--- src/design/qrs_pkg.sv ---
package qrs_pkg;

  localparam int CW   = 32;
  localparam int FB   = 16;
  localparam int MW   = CW;
  localparam int PW   = 2 * CW;
  localparam int DW   = 2 * CW + 1;
  localparam int RADW = DW + 2 * FB;
  localparam int SQN  = (RADW + 1) / 2;
  localparam int RADP = 2 * SQN;
  localparam int RW   = SQN + 2;
  localparam int NMW  = ((MW + FB > SQN) ? MW + FB : SQN) + 1;
  localparam int N2W  = NMW + 2;
  localparam int DENW = MW + 1;
  localparam int D2W  = DENW + 1;

  typedef enum logic [1:0] {
    ST_TWO  = 2'd0,
    ST_ONE  = 2'd1,
    ST_NONE = 2'd2
  } st_t;

  typedef struct packed {
    logic            ns;
    logic [NMW-1:0]  nm;
    logic            ds;
    logic [DENW-1:0] dm;
    st_t             st;
  } pay_t;

  typedef struct packed {
    logic [RADP-1:0] x;
    logic [RW-1:0]   rem;
    logic [SQN-1:0]  root;
    pay_t            pay;
  } sq_t;

  typedef struct packed {
    logic           s;
    logic [NMW-1:0] m;
  } sm_t;

  typedef struct packed {
    logic [D2W-1:0] rem;
    logic [CW-1:0]  nlo;
    logic [CW-1:0]  q;
    logic [D2W-1:0] d2;
    logic           s;
    logic           ov;
  } lane_t;

  typedef struct packed {
    lane_t l1;
    lane_t l2;
    st_t   st;
  } dv_t;

  typedef struct packed {
    logic [CW-1:0] v;
    logic          sat;
  } fin_t;

  function automatic sm_t sm_add(input logic ns, input logic [NMW-1:0] nm,
                                 input logic rneg, input logic [SQN-1:0] r);
    sm_t o;
    logic [NMW-1:0] rr;
    rr = NMW'(r);
    if (ns == rneg) begin
      o.s = ns;
      o.m = nm + rr;
    end else if (nm >= rr) begin
      o.s = ns;
      o.m = nm - rr;
    end else begin
      o.s = rneg;
      o.m = rr - nm;
    end
    return o;
  endfunction

  function automatic lane_t lane_prep(input sm_t a, input logic ds,
                                      input logic [DENW-1:0] dm);
    lane_t o;
    logic [N2W-1:0] n2;
    n2    = {a.m, 1'b0} + N2W'(dm);
    o.d2  = {dm, 1'b0};
    o.ov  = D2W'(n2 >> CW) >= o.d2 || (n2 >> CW) >= N2W'(o.d2);
    o.rem = D2W'(n2 >> CW);
    o.nlo = n2[CW-1:0];
    o.q   = '0;
    o.s   = a.s ^ ds;
    return o;
  endfunction

  function automatic lane_t div_step(input lane_t a);
    lane_t o;
    logic [D2W:0] cur;
    logic ge;
    o   = a;
    cur = {a.rem, a.nlo[CW-1]};
    ge  = cur >= {1'b0, a.d2};
    o.rem = ge ? D2W'(cur - {1'b0, a.d2}) : D2W'(cur);
    o.nlo = {a.nlo[CW-2:0], 1'b0};
    o.q   = {a.q[CW-2:0], ge};
    return o;
  endfunction

  function automatic fin_t fin_lane(input lane_t a);
    fin_t o;
    logic [CW-1:0] lim;
    logic [CW-1:0] v;
    lim   = a.s ? {1'b1, {(CW-1){1'b0}}} : {1'b0, {(CW-1){1'b1}}};
    o.sat = a.ov || (a.q > lim);
    v     = o.sat ? lim : a.q;
    o.v   = a.s ? (~v + 1'b1) : v;
    return o;
  endfunction

endpackage

--- src/design/qrs_div_cell.sv ---
module qrs_div_cell import qrs_pkg::*; (
  input  logic clk,
  input  logic rst_n,
  input  logic en,
  input  logic i_vld,
  input  dv_t  i_dv,
  output logic o_vld,
  output dv_t  o_dv
);

  logic v_r;
  dv_t  dv_r;

  always_ff @(posedge clk) begin
    if (!rst_n) begin
      v_r <= 1'b0;
    end else if (en) begin
      v_r <= i_vld;
    end
  end

  always_ff @(posedge clk) begin
    if (en) begin
      dv_r.l1 <= div_step(i_dv.l1);
      dv_r.l2 <= div_step(i_dv.l2);
      dv_r.st <= i_dv.st;
    end
  end

  assign o_vld = v_r;
  assign o_dv  = dv_r;

endmodule

--- config.mk ---
export PLATFORM = sky130hd
export DESIGN_NAME = qrs_div_cell
export DESIGN_NICKNAME = d
export VERILOG_FILES = /design/src/design/qrs_pkg.sv /design/src/design/qrs_div_cell.sv
export SDC_FILE = /design/constraint.sdc
export NUM_CORES = 1
export LEC_CHECK = 0
export BUFFER_PORTS_ARGS = -buffer_cell sky130_fd_sc_hd__buf_2
export CORE_AREA = 3 3 210 212
export CTS_CLUSTER_DIAMETER = 150
export CTS_CLUSTER_SIZE = 16
export DETAILED_ROUTE_END_ITERATION = 10
export DIE_AREA = 0 0 213 215
export PLACE_DENSITY = 0.55
export REMOVE_ABC_BUFFERS = 1
export SETUP_SLACK_MARGIN = 0.2
export SKIP_CTS_REPAIR_TIMING = 1
export SLEW_MARGIN = 10
export SYNTH_ARGS = -nofsm -noshare
export SYNTH_HDL_FRONTEND = slang
export SYNTH_SLANG_ARGS = --single-unit
--- constraint.sdc ---
create_clock -name clk -period 4.1 [get_ports clk]
set_clock_uncertainty 0.2 [all_clocks]
set_input_delay 0.205 -clock clk [delete_from_list [all_inputs] [get_ports clk]]
set_output_delay 0.205 -clock clk [all_outputs]
set_load 0.05 [all_outputs]
==> flow_summary.yaml <==
status:
  status: "finished clean"
power_and_ir_drop:
  power.density_nw_per_um2: 402.1
  leakage_nw: 8.493
  ir_worst_vdd_v: 0.0003483
  p_total_mw: 7.771
drt:
  post-route-drc-count: 0
  first_pass_iters: 5
  vias_per_cell: 4.607
  final_antenna_net_count: 0
  avgRoutedWirePerCell_um: 18.26
  wl_um: 43020
  drt_iter0_markers: 677
  routed-via-count: 10850
clocking:
  clockBufferDepth: 3
  clockRootBuffer: "clkbuf_16"
  cts_tree: "yes"
  clk_pin_slew_ns: 0.08
  clk_latency_ns: 0.52
  cts_buffers: 20
  clock_sinks: 269
  htreeDepth: 1
placement:
  gp_congestion: 0.8894
  port_buffers: 540
  placed_area_um2: 16060
  dp_cells: 2056
  hpwl_um: 32450
synth:
  synth_area_leader_cell: "edfxtp_1"
  yosys.area_share.simple: 0.07816
  synth_top_family_by_area: "compound AO/OA/AOI/OAI gates"
  synth_fa_ha_area_frac: 0.07009
  ys_types: 68
  ys_async_sr_fraction: 0
  synth-xor-area-share: 0.03790
  syn_area_um2: 12710
  synth_edf_count: 268
  ys_warn_count: 0
  synth_top_area_share: 0.6331
  syn_inst: 993
  synth_flop_cell: "edfxtp_1"
  synth_mux_area_frac: 0.01427
  synth_compound_area_frac: 0.1262
  ys_seq_elements: 269
  avgSynthCellArea_um2: 12.80
  synthTopCellsByArea: "edfxtp_1, ha_1, a21oi_1"
  ys_seq_area_frac: 0.6347
setup_path:
  endpoint_kind: "register"
  criticalPathCategory: "input port to register"
  worstPathRequired_ns: 4.27
  cp_max_fo: 4
  cp.arrival_ns: 3.92
  worstSetupStartpointType: "input port"
run:
  drv_cap: 0
timing:
  fmax_ghz: 0.2666
  fin_crit_ns: 3.751
  hold_violations: 0
  slew_viol_final: 0
  tightest_slew_ns: 0.5701
  maxSlewHeadroom: 0.6199
  post-route-period-util: 0.9149
  fin_setup_tns_ns: 0
  finalSetupViolCount: 0
  rsz0062_at_grt: "false"
global_routing:
  grt_pass1_vias: 9980
  grt_pass1_wl_um: 59020
  grtUsageMet2: 0.2980
  busiest_layer: "met2"
  antenna_found_initial: 3
  met1_usage: 0.1910
  grtUsageTotal: 0.1662
  grt_overflow: 0
  grt_max_degree: 89
  grt_util_met3: 0.05367
final_layout:
  area_delta_synth_final_pct: 52.03
  finalInstanceArea_um2: 19320
  stdcell_count: 2356
  fin_util: 0.4586
  layout.nets: 2153
  drive_gt1_frac: 0.3295
floorplanning:
  die_h_um: 215
  start_util: 0.3017
  dieArea_um2: 45800
  die_x_um: 213
  rows: 75
  core_area_um2: 42130
  io-pin-count: 545
worst_hold_path:
  hold_path.class: "input port to register"
-- synthesized netlist by cell type (all sizes together) (12+ instances only) --
| master | number |
|---|---|
| xnor2 | 31 |
| a211oi | 12 |
| o21ai | 63 |
| buf | 14 |
| and3 | 12 |
| nand2 | 68 |
| a21oi | 88 |
| o21bai | 14 |
| edfxtp | 268 |
| inv | 90 |
| ha | 68 |
| clkbuf | 13 |
| nor2 | 55 |
| nand3 | 21 |
| a21o | 29 |
| mux2 | 14 |
| xor2 | 24 |
-- metal layers --
metal,part of all wire,wire [um]
met5,0.00033,14
met4,0.019,814
met3,0.075,3216
met2,0.51,21830
met1,0.40,17140
-- metrics by stage --
step,worst slack [ns],hold WS (ns)
3_3_place_gp,0.3686,0.1823
5_1_grt,0.2241,0.1693
4_1_cts,0.8471,-0.4012
3_5_place_dp,0.2831,0.1831
6_report,0.3490,0.1506
2_1_floorplan,0.4011,0.1039
-- placed cells by master (no fill, tap or decap), types with 3 or more instances in the layout --
master,count
nor2_1,55
a31oi_1,7
buf_12,3
o31ai_1,7
nor3_1,7
xnor2_1,31
buf_4,7
nand4_1,10
o21bai_1,14
a211oi_1,10
edfxtp_1,268
nor2b_1,9
dlygate4sd3_1,270
xor2_1,24
mux2_2,13
inv_1,89
nand2_1,68
a21oi_1,87
and2_1,4
o21a_1,5
nand3_1,21
nand3b_1,6
buf_2,539
clkbuf_16,21
and3_1,12
or3_1,4
ha_1,68
a21o_1,29
clkbuf_1,6
a311oi_1,4
o21ai_0,63
nand2b_1,6
-- power breakdown --
group          internal (mW)  switching, mW
registers               3.35         0.0727
clock network          0.930          0.946
logic                  0.769           1.70
-- path summary, 6_finish.rpt --
check / start / end / slack (ns) / cells past startpoint
hold / removal: i_dv[269] / o_dv[269] / 0.15 / 5
hold reg to reg: o_vld / o_vld / 0.88 / 3
setup / recovery: i_dv[5] / o_dv[132] / 0.35 / 13
setup reg to reg: o_vld / o_vld / 2.75 / 3
-- kinds of logic (layout without fill, tap and decap cells) --
| kind of cell | count (synthesis) | count (layout) |
|---|---|---|
| fa+ha+maj | 70 | 70 |
| other cells | 1 | 4 |
| flops | 269 | 269 |
| mux | 16 | 16 |
| simple gates | 210 | 210 |
| buf+inv | 117 | 938 |
| xor+xnor | 55 | 55 |
| compound gates | 255 | 255 |
-- state kept, by name, indices dropped and copies added (netlist names) --
name   cells
o_dv     268
o_vld      1
-- critical path: stages --
cell and delay, ns:
dlygate4sd3_1 0.54, buf_2 0.12, inv_1 0.06, fa_1 0.48
a211oi_1 0.38, o21ai_0 0.17, a21oi_1 0.28, o22ai_1 0.22
o31ai_1 0.44, a21oi_1 0.23, a41oi_1 0.31, mux2_2 0.37
o2111ai_1 0.11
-- cell type report --
type,count,area (um2)
Clock buffer,27,548.0
Tap cell,539,674.4
Fill cell,3895,22810
Clock inverter,1,5.005
Inverter,90,337.8
Timing Repair Buffer,820,5528
Antenna cell,2,5.005
Multi-Input combinational cell,608,4159
Sequential cell,269,8068
Note: power is estimated with default switching activity, not from simulation.
