[src/design/qrs_pkg.sv]
package qrs_pkg;

  localparam int CW   = 32;
  localparam int FB   = 16;
  localparam int MW   = CW;
  localparam int PW   = 2 * CW;
  localparam int DW   = 2 * CW + 1;
  localparam int RADW = DW + 2 * FB;
  localparam int SQN  = (RADW + 1) / 2;
  localparam int RADP = 2 * SQN;
  localparam int RW   = SQN + 2;
  localparam int NMW  = ((MW + FB > SQN) ? MW + FB : SQN) + 1;
  localparam int N2W  = NMW + 2;
  localparam int DENW = MW + 1;
  localparam int D2W  = DENW + 1;

  typedef enum logic [1:0] {
    ST_TWO  = 2'd0,
    ST_ONE  = 2'd1,
    ST_NONE = 2'd2
  } st_t;

  typedef struct packed {
    logic            ns;
    logic [NMW-1:0]  nm;
    logic            ds;
    logic [DENW-1:0] dm;
    st_t             st;
  } pay_t;

  typedef struct packed {
    logic [RADP-1:0] x;
    logic [RW-1:0]   rem;
    logic [SQN-1:0]  root;
    pay_t            pay;
  } sq_t;

  typedef struct packed {
    logic           s;
    logic [NMW-1:0] m;
  } sm_t;

  typedef struct packed {
    logic [D2W-1:0] rem;
    logic [CW-1:0]  nlo;
    logic [CW-1:0]  q;
    logic [D2W-1:0] d2;
    logic           s;
    logic           ov;
  } lane_t;

  typedef struct packed {
    lane_t l1;
    lane_t l2;
    st_t   st;
  } dv_t;

  typedef struct packed {
    logic [CW-1:0] v;
    logic          sat;
  } fin_t;

  function automatic sm_t sm_add(input logic ns, input logic [NMW-1:0] nm,
                                 input logic rneg, input logic [SQN-1:0] r);
    sm_t o;
    logic [NMW-1:0] rr;
    rr = NMW'(r);
    if (ns == rneg) begin
      o.s = ns;
      o.m = nm + rr;
    end else if (nm >= rr) begin
      o.s = ns;
      o.m = nm - rr;
    end else begin
      o.s = rneg;
      o.m = rr - nm;
    end
    return o;
  endfunction

  function automatic lane_t lane_prep(input sm_t a, input logic ds,
                                      input logic [DENW-1:0] dm);
    lane_t o;
    logic [N2W-1:0] n2;
    n2    = {a.m, 1'b0} + N2W'(dm);
    o.d2  = {dm, 1'b0};
    o.ov  = D2W'(n2 >> CW) >= o.d2 || (n2 >> CW) >= N2W'(o.d2);
    o.rem = D2W'(n2 >> CW);
    o.nlo = n2[CW-1:0];
    o.q   = '0;
    o.s   = a.s ^ ds;
    return o;
  endfunction

  function automatic lane_t div_step(input lane_t a);
    lane_t o;
    logic [D2W:0] cur;
    logic ge;
    o   = a;
    cur = {a.rem, a.nlo[CW-1]};
    ge  = cur >= {1'b0, a.d2};
    o.rem = ge ? D2W'(cur - {1'b0, a.d2}) : D2W'(cur);
    o.nlo = {a.nlo[CW-2:0], 1'b0};
    o.q   = {a.q[CW-2:0], ge};
    return o;
  endfunction

  function automatic fin_t fin_lane(input lane_t a);
    fin_t o;
    logic [CW-1:0] lim;
    logic [CW-1:0] v;
    lim   = a.s ? {1'b1, {(CW-1){1'b0}}} : {1'b0, {(CW-1){1'b1}}};
    o.sat = a.ov || (a.q > lim);
    v     = o.sat ? lim : a.q;
    o.v   = a.s ? (~v + 1'b1) : v;
    return o;
  endfunction

endpackage

[src/design/qrs_sqrt_cell.sv]
module qrs_sqrt_cell import qrs_pkg::*; (
  input  logic clk,
  input  logic rst_n,
  input  logic en,
  input  logic i_vld,
  input  sq_t  i_sq,
  output logic o_vld,
  output sq_t  o_sq
);

  logic v_r;
  sq_t  sq_r, sq_nxt;
  logic [RW+1:0] cur, trial;
  logic ge;

  always_comb begin
    cur    = {i_sq.rem, i_sq.x[RADP-1 -: 2]};
    trial  = {2'b00, i_sq.root, 2'b01};
    ge     = cur >= trial;
    sq_nxt = i_sq;
    sq_nxt.rem  = ge ? RW'(cur - trial) : RW'(cur);
    sq_nxt.root = {i_sq.root[SQN-2:0], ge};
    sq_nxt.x    = i_sq.x << 2;
  end

  always_ff @(posedge clk) begin
    if (!rst_n) begin
      v_r <= 1'b0;
    end else if (en) begin
      v_r <= i_vld;
    end
  end

  always_ff @(posedge clk) begin
    if (en) begin
      sq_r <= sq_nxt;
    end
  end

  assign o_vld = v_r;
  assign o_sq  = sq_r;

endmodule

[config.mk]
export PLATFORM = sky130hd
export DESIGN_NAME = qrs_sqrt_cell
export DESIGN_NICKNAME = d
export VERILOG_FILES = /design/src/design/qrs_pkg.sv /design/src/design/qrs_sqrt_cell.sv
export SDC_FILE = /design/constraint.sdc
export NUM_CORES = 1
export LEC_CHECK = 0
export BUFFER_PORTS_ARGS = -buffer_cell sky130_fd_sc_hd__buf_2
export CAP_MARGIN = 20
export CORE_ASPECT_RATIO = 1.1
export CORE_MARGIN = 2
export CORE_UTILIZATION = 25
export CTS_CLUSTER_DIAMETER = 120
export CTS_CLUSTER_SIZE = 25
export DETAILED_ROUTE_END_ITERATION = 16
export SLEW_MARGIN = 20
export SYNTH_ARGS = -nofsm -noshare
export SYNTH_HDL_FRONTEND = slang
export SYNTH_SLANG_ARGS = --single-unit
[constraint.sdc]
create_clock -name clk -period 4.03 [get_ports clk]
set_input_delay 1.0075 -clock clk [delete_from_list [all_inputs] [get_ports clk]]
set_output_delay 1.0075 -clock clk [all_outputs]
set_load 0.05 [all_outputs]
==> flow_summary.ini, run 1 <==
[power_and_ir_drop]
switching_share = 0.3602
finalPower_mw = 7.954
peakVddDrop_mv = 0.3535
power_frac_clock = 0.244
comb_power_share = 0.297
switching_power_mw = 2.865
leakage_nw = 7.737
seqPwrFrac = 0.459
p_int_mw = 5.089
power_per_cell_area_nw_per_um2 = 458.2

[worst_setup_path]
startpoint_type = input pin
arrival_ns = 3.99
crit_path_end_kind = register
critPathSlowestCell = o41ai_1
path_cells = buf_2 -> inv_1 -> ha_1 -> o21ai_1 -> a22oi_2 -> a32oi_1 -> a21o_1 -> a311o_2 -> a311oi_4 -> o31a_4 -> nor2_8 -> buf_4 -> o41ai_1
path_max_fanout = 16
crit_type = input pin to register
cpPeakStageDelay_ns = 0.48
worstPathRequired_ns = 4.34

[timing]
fin_crit_ns = 3.683
period_share = 0.9139
drv_slew = 0
hold_viol = 0
rsz0062_at_grt = false
worst_pin_slew_ns = 0.6708
finalClockSkew_ns = 0
setup_ws_ns = 0.3468
fmax_mhz = 271.5
maxSlewHeadroom = 0.5528
setup_viol = 0

[finish]
layout.nets = 1859
final_util = 0.3533
fill_cells = 4905
area_delta_synth_final_pct = 38.91
stdcell_area_um2 = 17360
layout-drive-gt1-share = 0.4807

[run]
cap_violations = 0

[clock_network]
post-cts-setup-buffers = 0
numCtsBuffers = 17
cts.sinks = 284
clock_latency_ns = 0.54
hold_buffers = 0
htreeDepth = 1
cts_buffer_depth = 3
root_buffer = clkbuf_16
path_clk_slew_ns = 0.10
cts_resized = 0
cts_tree = done

[detailed_routing]
routed-wl-met3_um = 4066
routed.top_layer = met5
drt-vias-per-instance = 4.539
antenna_left = 0
drcViolationCount = 0
drt-pass1-iter-count = 6
vias = 9905
drt_iter0_drc = 648
wl_met1_um = 19790
wl_per_cell_um = 23.11
wl_met2_um = 25160
routed_wl_um = 50430

[die]
start_util = 0.2543
die_y_um = 238.5
row_count = 85
dieWidth_um = 217.2
io_pins = 575
die_area_um2 = 51790
core_area_um2 = 49130

[yosys]
syn_area_per_cell_um2 = 14.58
synthCells = 857
async_flop_share = 0
ys_warn_count = 0
synth_cell_types = 63
synth_area_um2 = 12500
synth_area_leaders = edfxtp_1 (68%), ha_1 (5.1%), mux2_4 (3.2%), a21oi_1 (2.7%), inv_1 (2.1%)
yosysSeqAreaShare = 0.6817
synth_edf_count = 283
yosysTopAreaCell = edfxtp_1
synth_top_area_frac = 0.6801
ys_seq_elements = 284
synth_top_flop_cell = edfxtp_1

[placement]
io_buffer_count = 572
hpwl_um = 41030
place_ws_ns = -0.1313
placed_cell_area_um2 = 16810
place.gp.congestion = 0.9085

[grt]
grt_antenna_before_repair = 22
grt_pass1_wl_um = 68760
track_usage = 0.1826
grt_max_degree = 77
overflow = 0
grt_pass1_vias = 9886

[worst_hold_path]
hold_class = register to register

[run_status]
run_status = complete, no violations
[cells in the mapped netlist (2+ instances only)]
cell        n
o211ai_1    4
a21oi_1    68
mux2_2      6
nand2b_1    2
clkbuf_1   15
and4_1      3
o31ai_1    12
a211oi_1    4
xor2_1     15
nor4_1      2
mux2i_1     3
nor2b_1     4
and3_1     10
ha_1       51
buf_4       2
or3_1       3
a21o_1     25
buf_12      3
nor2_1     26
nand2_1    48
a31oi_1     6
o21a_1      7
o41ai_1     5
nor3_1     19
inv_1      71
o21bai_1   16
o21ai_0    27
nand3_1    23
mux2_4     27
nand4_1    12
nor3b_1     2
edfxtp_1  283
a21boi_0    3
xnor2_1    21
[logic make-up after synthesis]
logic type               count (synthesis)  synth area share
buffers and inverters                   94           0.03404
other                                    1         0.0003001
adder cells (fa/ha/maj)                 51           0.05107
XOR/XNOR                                36           0.02523
multiplexers                            36           0.04025
AO/OA/AOI/OAI                          195            0.1039
AND/OR/NAND/NOR                        160           0.06348
flip-flops                             284            0.6817
[power groups by stage]
stage	registers, mW	logic [mW]	clock network [mW]
floorplan	4.70	0.555	0
global placement	3.72	2.36	0
detailed placement	3.72	2.37	0
CTS	3.66	2.38	2.04
global route	3.68	2.47	2.10
finish	3.65	2.36	1.94
[path summary, 6_finish.rpt]
kind | from | end | slack, ns | cells after the start
max | i_sq[88] | o_sq[182] | 0.35 | 13
min | o_vld | o_vld | 0.58 | 2
max reg2reg | o_vld | o_vld | 3.39 | 2
min reg2reg | o_vld | o_vld | 0.58 | 2
[state kept, by name (all words and copies together) (netlist names)]
register,count
o_sq,283
o_vld,1
[layout make-up]
cell class	count	area [um2]	share of cell area
sequential	284	8518	0.4907
tap	652	815.8	0.04700
clock inverter	7	92.59	0.005334
inverter	72	277.8	0.01600
antenna	3	7.507	0.0004325
multi-input combinational	480	3561	0.2051
clock buffer	20	446.7	0.02573
timing repair buffer	664	3638	0.2096
[placed cells by master (no fill, tap or decap), types with 10 or more instances in the layout]
cell	n
inv_1	71
nand4_1	12
buf_4	86
xor2_1	15
nor2_1	26
edfxtp_1	283
buf_2	571
o21ai_0	27
o31ai_1	11
a21oi_1	68
ha_1	51
nor3_1	19
a21o_1	25
and3_1	10
nand3_1	23
clkbuf_16	17
mux2_4	27
o21bai_1	16
nand2_1	48
xnor2_1	21
[stage by stage]
stage / setup TNS (ns) / std cells / hold WS (ns)
finish: 0 / 2182 / 0.5767
CTS: 0 / 2179 / 0.5719
global placement: -2.294 / 2152 / 0.5022
global route: 0 / 2180 / 0.6003
floorplan: 0 / 858 / 0.7429
detailed placement: -3.494 / 2152 / 0.5483
[per-layer routing]
layer  GRT usage  vias to the layer above
met5           0                        -
met4     0.04795                       18
met3     0.04716                       78
met2      0.3224                      406
met1      0.2201                     4834
li1            -                     4569
[worst max-delay path: cells and delay by family]
family          cells  cell delay, ns
buf+inv             3            0.35
fa+ha+maj           1            0.28
compound gates      8            2.30
simple gates        1            0.04
Power figures use the tool's default switching activity.
==> run 2: changes to the inputs <==
--- a/config.mk
+++ b/config.mk
@@ -13,6 +13,7 @@
 export CTS_CLUSTER_DIAMETER = 120
 export CTS_CLUSTER_SIZE = 25
 export DETAILED_ROUTE_END_ITERATION = 16
+export RECOVER_POWER = 25
 export SLEW_MARGIN = 20
 export SYNTH_ARGS = -nofsm -noshare
 export SYNTH_HDL_FRONTEND = slang
==> run 2 against run 1 <==
Net effect:
- sequential power about the same
- sequential share of layout area increased by 0.12 points
- largest cell class unchanged
- critical path depth increased by 1
- die area unchanged
- clock skew unchanged
- via count increased by 0.24%
- count of clock-buffer cells in the layout unchanged
- cell area decreased by 0.24%
- critical endpoint is now o_sq[142]
- maximum frequency increased by 1.5%
- combinational power about the same
==> flow_summary.ini, run 2 (synthesized netlist as in run 1, its figures left out) <==
[timing]
fin_crit_ns = 3.630
worst_pin_slew_ns = 0.6711
drv_slew = 0
period_share = 0.9008
fin_tns_setup_ns = 0
fmax_mhz = 275.5
maxSlewHeadroom = 0.5526
finalClockSkew_ns = 0
rsz0062_at_grt = false
hold_viol = 0
setup_ws_ns = 0.3996
setup_viol = 0

[placement]
dp.cells = 2152
place_ws_ns = -0.1313
io_buffer_count = 572
place.gp.congestion = 0.9085
hpwl_um = 41030

[power_and_ir_drop]
leakage_nw = 7.638
peakVddDrop_mv = 0.3538
finalPower_mw = 7.947
power_per_cell_area_nw_per_um2 = 459.0

[grt]
overflow = 0
grt_antenna_before_repair = 22
grt_pass1_vias = 9886
track_usage = 0.1826
grt_max_degree = 77
grt_pass1_wl_um = 68760

[detailed_routing]
antenna_left = 0
routed_wl_um = 50420
vias = 9929
drt_iter0_drc = 598
drt-vias-per-instance = 4.548
drt-pass1-iter-count = 5
wl_per_cell_um = 23.10
drcViolationCount = 0

[finish]
layout_commonest_cell = buf_2
layout.nets = 1859
layout-drive-gt1-share = 0.4571
final_util = 0.3524
mostFrequentLayoutCells = buf_2 (535), edfxtp_1 (283), buf_4 (86)
largest_reg_flops = 283
area_delta_synth_final_pct = 38.57
instances_no_fill = 2183

[run_status]
run_status = complete, no violations

[clock_network]
hold_buffers = 0
path_clk_slew_ns = 0.10
cts_buffer_depth = 3
htreeDepth = 1
numCtsBuffers = 17
clock_latency_ns = 0.54
cts_tree = done
cts_resized = 0
post-cts-setup-buffers = 0
cts.sinks = 284
root_buffer = clkbuf_16

[die]
dieWidth_um = 217.2
row_count = 85
io_pins = 575
start_util = 0.2543
die_area_um2 = 51790
core_area_um2 = 49130
die_y_um = 238.5

[worst_setup_path]
crit_path_end_kind = register
startpoint_type = input pin
arrival_ns = 3.92
worstPathRequired_ns = 4.32
path_max_fanout = 8
crit_type = input pin to register

[run]
cap_violations = 0

[worst_hold_path]
hold_class = register to register
-- run 2: changes by cell type in the layout (fill, tap and decap cells not counted), sizes merged --
cell,before,now
clkbuf,20,56
diode,3,4
buf,664,628
-- run 2: final timing paths --
kind | from | to | slack, ns | depth (start not counted)
setup / recovery | i_sq[89] | o_sq[142] | 0.40 | 14
hold / removal | o_vld | o_vld | 0.58 | 2
setup reg to reg | o_vld | o_vld | 3.39 | 2
hold reg to reg | o_vld | o_vld | 0.58 | 2
-- run 2: cell type report --
class                           count  area, um2
Timing Repair Buffer              664       3593
Clock inverter                      7      92.59
Sequential cell                   284       8518
Clock buffer                       20      446.7
Tap cell                          652      815.8
Inverter                           72      277.8
Fill cell                        4921      31820
Multi-Input combinational cell    480       3561
Antenna cell                        4      10.01
-- run 2: worst max-delay path, cell delays in order --
cell,delay (ns)
clkbuf_1,0.10
inv_1,0.05
ha_1,0.29
o21ai_1,0.10
a22oi_2,0.35
a32oi_1,0.13
a21o_1,0.22
a311o_2,0.45
a311oi_4,0.36
o31a_4,0.21
nor2_8,0.04
inv_8,0.12
buf_12,0.14
mux2_2,0.33
-- run 2: power by group --
| group | switching (mW) | total, mW | internal (mW) |
|---|---|---|---|
| Combinational | 1.68 | 2.36 | 0.671 |
| Clock | 1.10 | 1.94 | 0.838 |
| Sequential | 0.0797 | 3.66 | 3.58 |
| Total | 2.86 | 7.95 | 5.08 |
-- run 2: layer usage --
| layer | routed length (um) | vias up | GRT usage |
|---|---|---|---|
| li1 | - | 4573 | - |
| met1 | 20000 | 4870 | 0.2201 |
| met2 | 25070 | 392 | 0.3224 |
| met3 | 3952 | 76 | 0.04716 |
| met4 | 1288 | 18 | 0.04795 |
| met5 | 108 | - | 0 |
-- run 2: per-stage QoR --
step           hold slack (ns)  instance area, um2
3_5_place_dp            0.5483               16810
6_report                0.5790               17320
2_1_floorplan           0.7429               12500
4_1_cts                 0.5719               17350
5_1_grt                 0.6003               17310
3_3_place_gp            0.5022               16810
==> run 3: changes to the inputs <==
--- a/config.mk
+++ b/config.mk
@@ -13,6 +13,7 @@
 export CTS_CLUSTER_DIAMETER = 120
 export CTS_CLUSTER_SIZE = 25
 export DETAILED_ROUTE_END_ITERATION = 16
+export GPL_ROUTABILITY_DRIVEN = 0
 export RECOVER_POWER = 25
 export SLEW_MARGIN = 20
 export SYNTH_ARGS = -nofsm -noshare
==> constraint.sdc (replaced) <==
create_clock -name clk -period 3.5 [get_ports clk]
set_input_delay 0.875 -clock clk [delete_from_list [all_inputs] [get_ports clk]]
set_output_delay 0.875 -clock clk [all_outputs]
set_load 0.05 [all_outputs]
==> run 3 against run 2 <==
Net effect:
- clock skew stayed put
- largest cell class unchanged
- register-to-register slack worse by 0.49 ns
- critical path depth stayed put
- first-iteration DRC count is 20% higher
- clock power is 9% higher
- via count is 4.7% higher
- total power is 15% higher
- worst setup slack worse by 0.29 ns
==> flow_summary.ini, run 3 (synthesized netlist as in run 1, its figures left out) <==
[timing]
finalClockSkew_ns = 0
period_share = 0.9691
rsz0062_at_grt = false
setup_ws_ns = 0.1081
fmax_mhz = 294.8
worst_pin_slew_ns = 0.5946
drv_slew = 0
fin_crit_ns = 3.392
setup_viol = 0
maxSlewHeadroom = 0.6036
hold_viol = 0

[worst_hold_path]
hold_class = input pin to register
min_from = i_sq[254]
min_to = o_sq[256]
whs_path_depth = 1

[die]
dieWidth_um = 217.2
row_count = 85
io_pins = 575
die_y_um = 238.5
core_area_um2 = 49130
start_util = 0.2543
die_area_um2 = 51790

[worst_setup_path]
ff2ff_path_depth = 2
r2r-start = o_vld
crit_type = input pin to register
crit_path_end_kind = register
worstPathRequired_ns = 3.91
startpoint_type = input pin
arrival_ns = 3.80
path_max_fanout = 16
reg2reg_slack_ns = 2.90
r2r_end = o_vld

[clock_network]
numCtsBuffers = 16
htreeDepth = 1
post-cts-setup-buffers = 0
path_clk_slew_ns = 0.10
cts_tree = done
cts_buffer_depth = 3
root_buffer = clkbuf_16
cts.sinks = 284
clock_latency_ns = 0.51

[detailed_routing]
drt-vias-per-instance = 4.578
drt_iter0_drc = 718
wl_per_cell_um = 22.50
antenna_left = 0
routed_wl_um = 51070
drcViolationCount = 0
vias = 10390
drt-pass1-iter-count = 5

[grt]
track_usage = 0.1864
grt_max_degree = 70
overflow = 0
grt_pass1_vias = 10410
grt_pass1_wl_um = 70390
grt_antenna_before_repair = 35

[power_and_ir_drop]
power_per_cell_area_nw_per_um2 = 505.1
leakage_nw = 8.037
peakVddDrop_mv = 0.3976

[finish]
area_delta_synth_final_pct = 45.31
mostFrequentLayoutCells = buf_2 (533), edfxtp_1 (283), buf_4 (170)
layout_commonest_cell = buf_2
final_util = 0.3695
stdcell_area_um2 = 18160
layout-drive-gt1-share = 0.4981
largest_reg_flops = 283
layout.nets = 1945

[placement]
hpwl_um = 41840
io_buffer_count = 572
place_ws_ns = -0.4384
placed_cell_area_um2 = 17690

[run_status]
run_status = complete, no violations

[run]
cap_violations = 0
-- run 3: critical path, cell delays in order --
cell,delay [ns]
buf_2,0.14
inv_8,0.03
ha_4,0.28
nand2_1,0.05
o21ai_0,0.22
a32oi_1,0.19
a21o_1,0.21
a311o_2,0.40
a311oi_4,0.33
o31a_4,0.22
nor2_8,0.05
buf_4,0.20
o31ai_1,0.41
buf_4,0.17
-- run 3: stage by stage --
step / hold slack, ns / instances / TNS [ns] / power, mW
5_1_grt: 0.4666 / 2268 / 0 / 9.533
3_5_place_dp: 0.5269 / 2239 / -16.68 / 7.151
2_1_floorplan: 0.7429 / 858 / -0.2279 / 6.074
3_3_place_gp: 0.5138 / 2239 / -14.31 / 7.134
4_1_cts: 0.4722 / 2264 / 0 / 9.304
6_report: 0.5072 / 2270 / 0 / 9.172
-- run 3: worst max path at each step --
stage,start,slack [ns],cells past startpoint,endpoint
global route,i_sq[92],0.03,14,o_sq[171]
floorplan,i_sq[152],-0.01,12,o_sq[145]
detailed placement,i_sq[92],-0.44,14,o_sq[171]
global placement,i_sq[92],-0.39,14,o_sq[171]
CTS,i_sq[92],0.12,14,o_sq[171]
finish,i_sq[92],0.11,14,o_sq[171]
-- run 3: cell type report --
cell class | instances | area, um2
antenna | 6 | 15.01
clock inverter | 5 | 52.55
inverter | 72 | 295.3
sequential | 284 | 8518
multi-input combinational | 480 | 3742
clock buffer | 20 | 436.7
timing repair buffer | 751 | 4282
fill | 4892 | 30980
tap | 652 | 815.8
-- run 3: what timing repair did --
item / 4_1_cts / 5_1_grt
endpoints found under the setup margin: 0 / 6
resized for setup: 0 / 1
hold buffers: 0 / 0
-- run 3: power by group --
part | leakage (nW) | switching [mW] | internal (mW)
Clock | 0.235 | 1.19 | 0.920
Combinational | 5.02 | 1.96 | 0.885
Sequential | 2.78 | 0.0947 | 4.12
Total | 8.04 | 3.25 | 5.92
-- run 3: routing by layer --
| metal | GRT usage | vias up | part of all wire |
|---|---|---|---|
| met3 | 0.06335 | 78 | 0.095 |
| met4 | 0.05666 | 32 | 0.025 |
| li1 | - | 4731 | - |
| met1 | 0.2188 | 5077 | 0.38 |
| met5 | 0 | - | 0.0043 |
| met2 | 0.3206 | 475 | 0.49 |
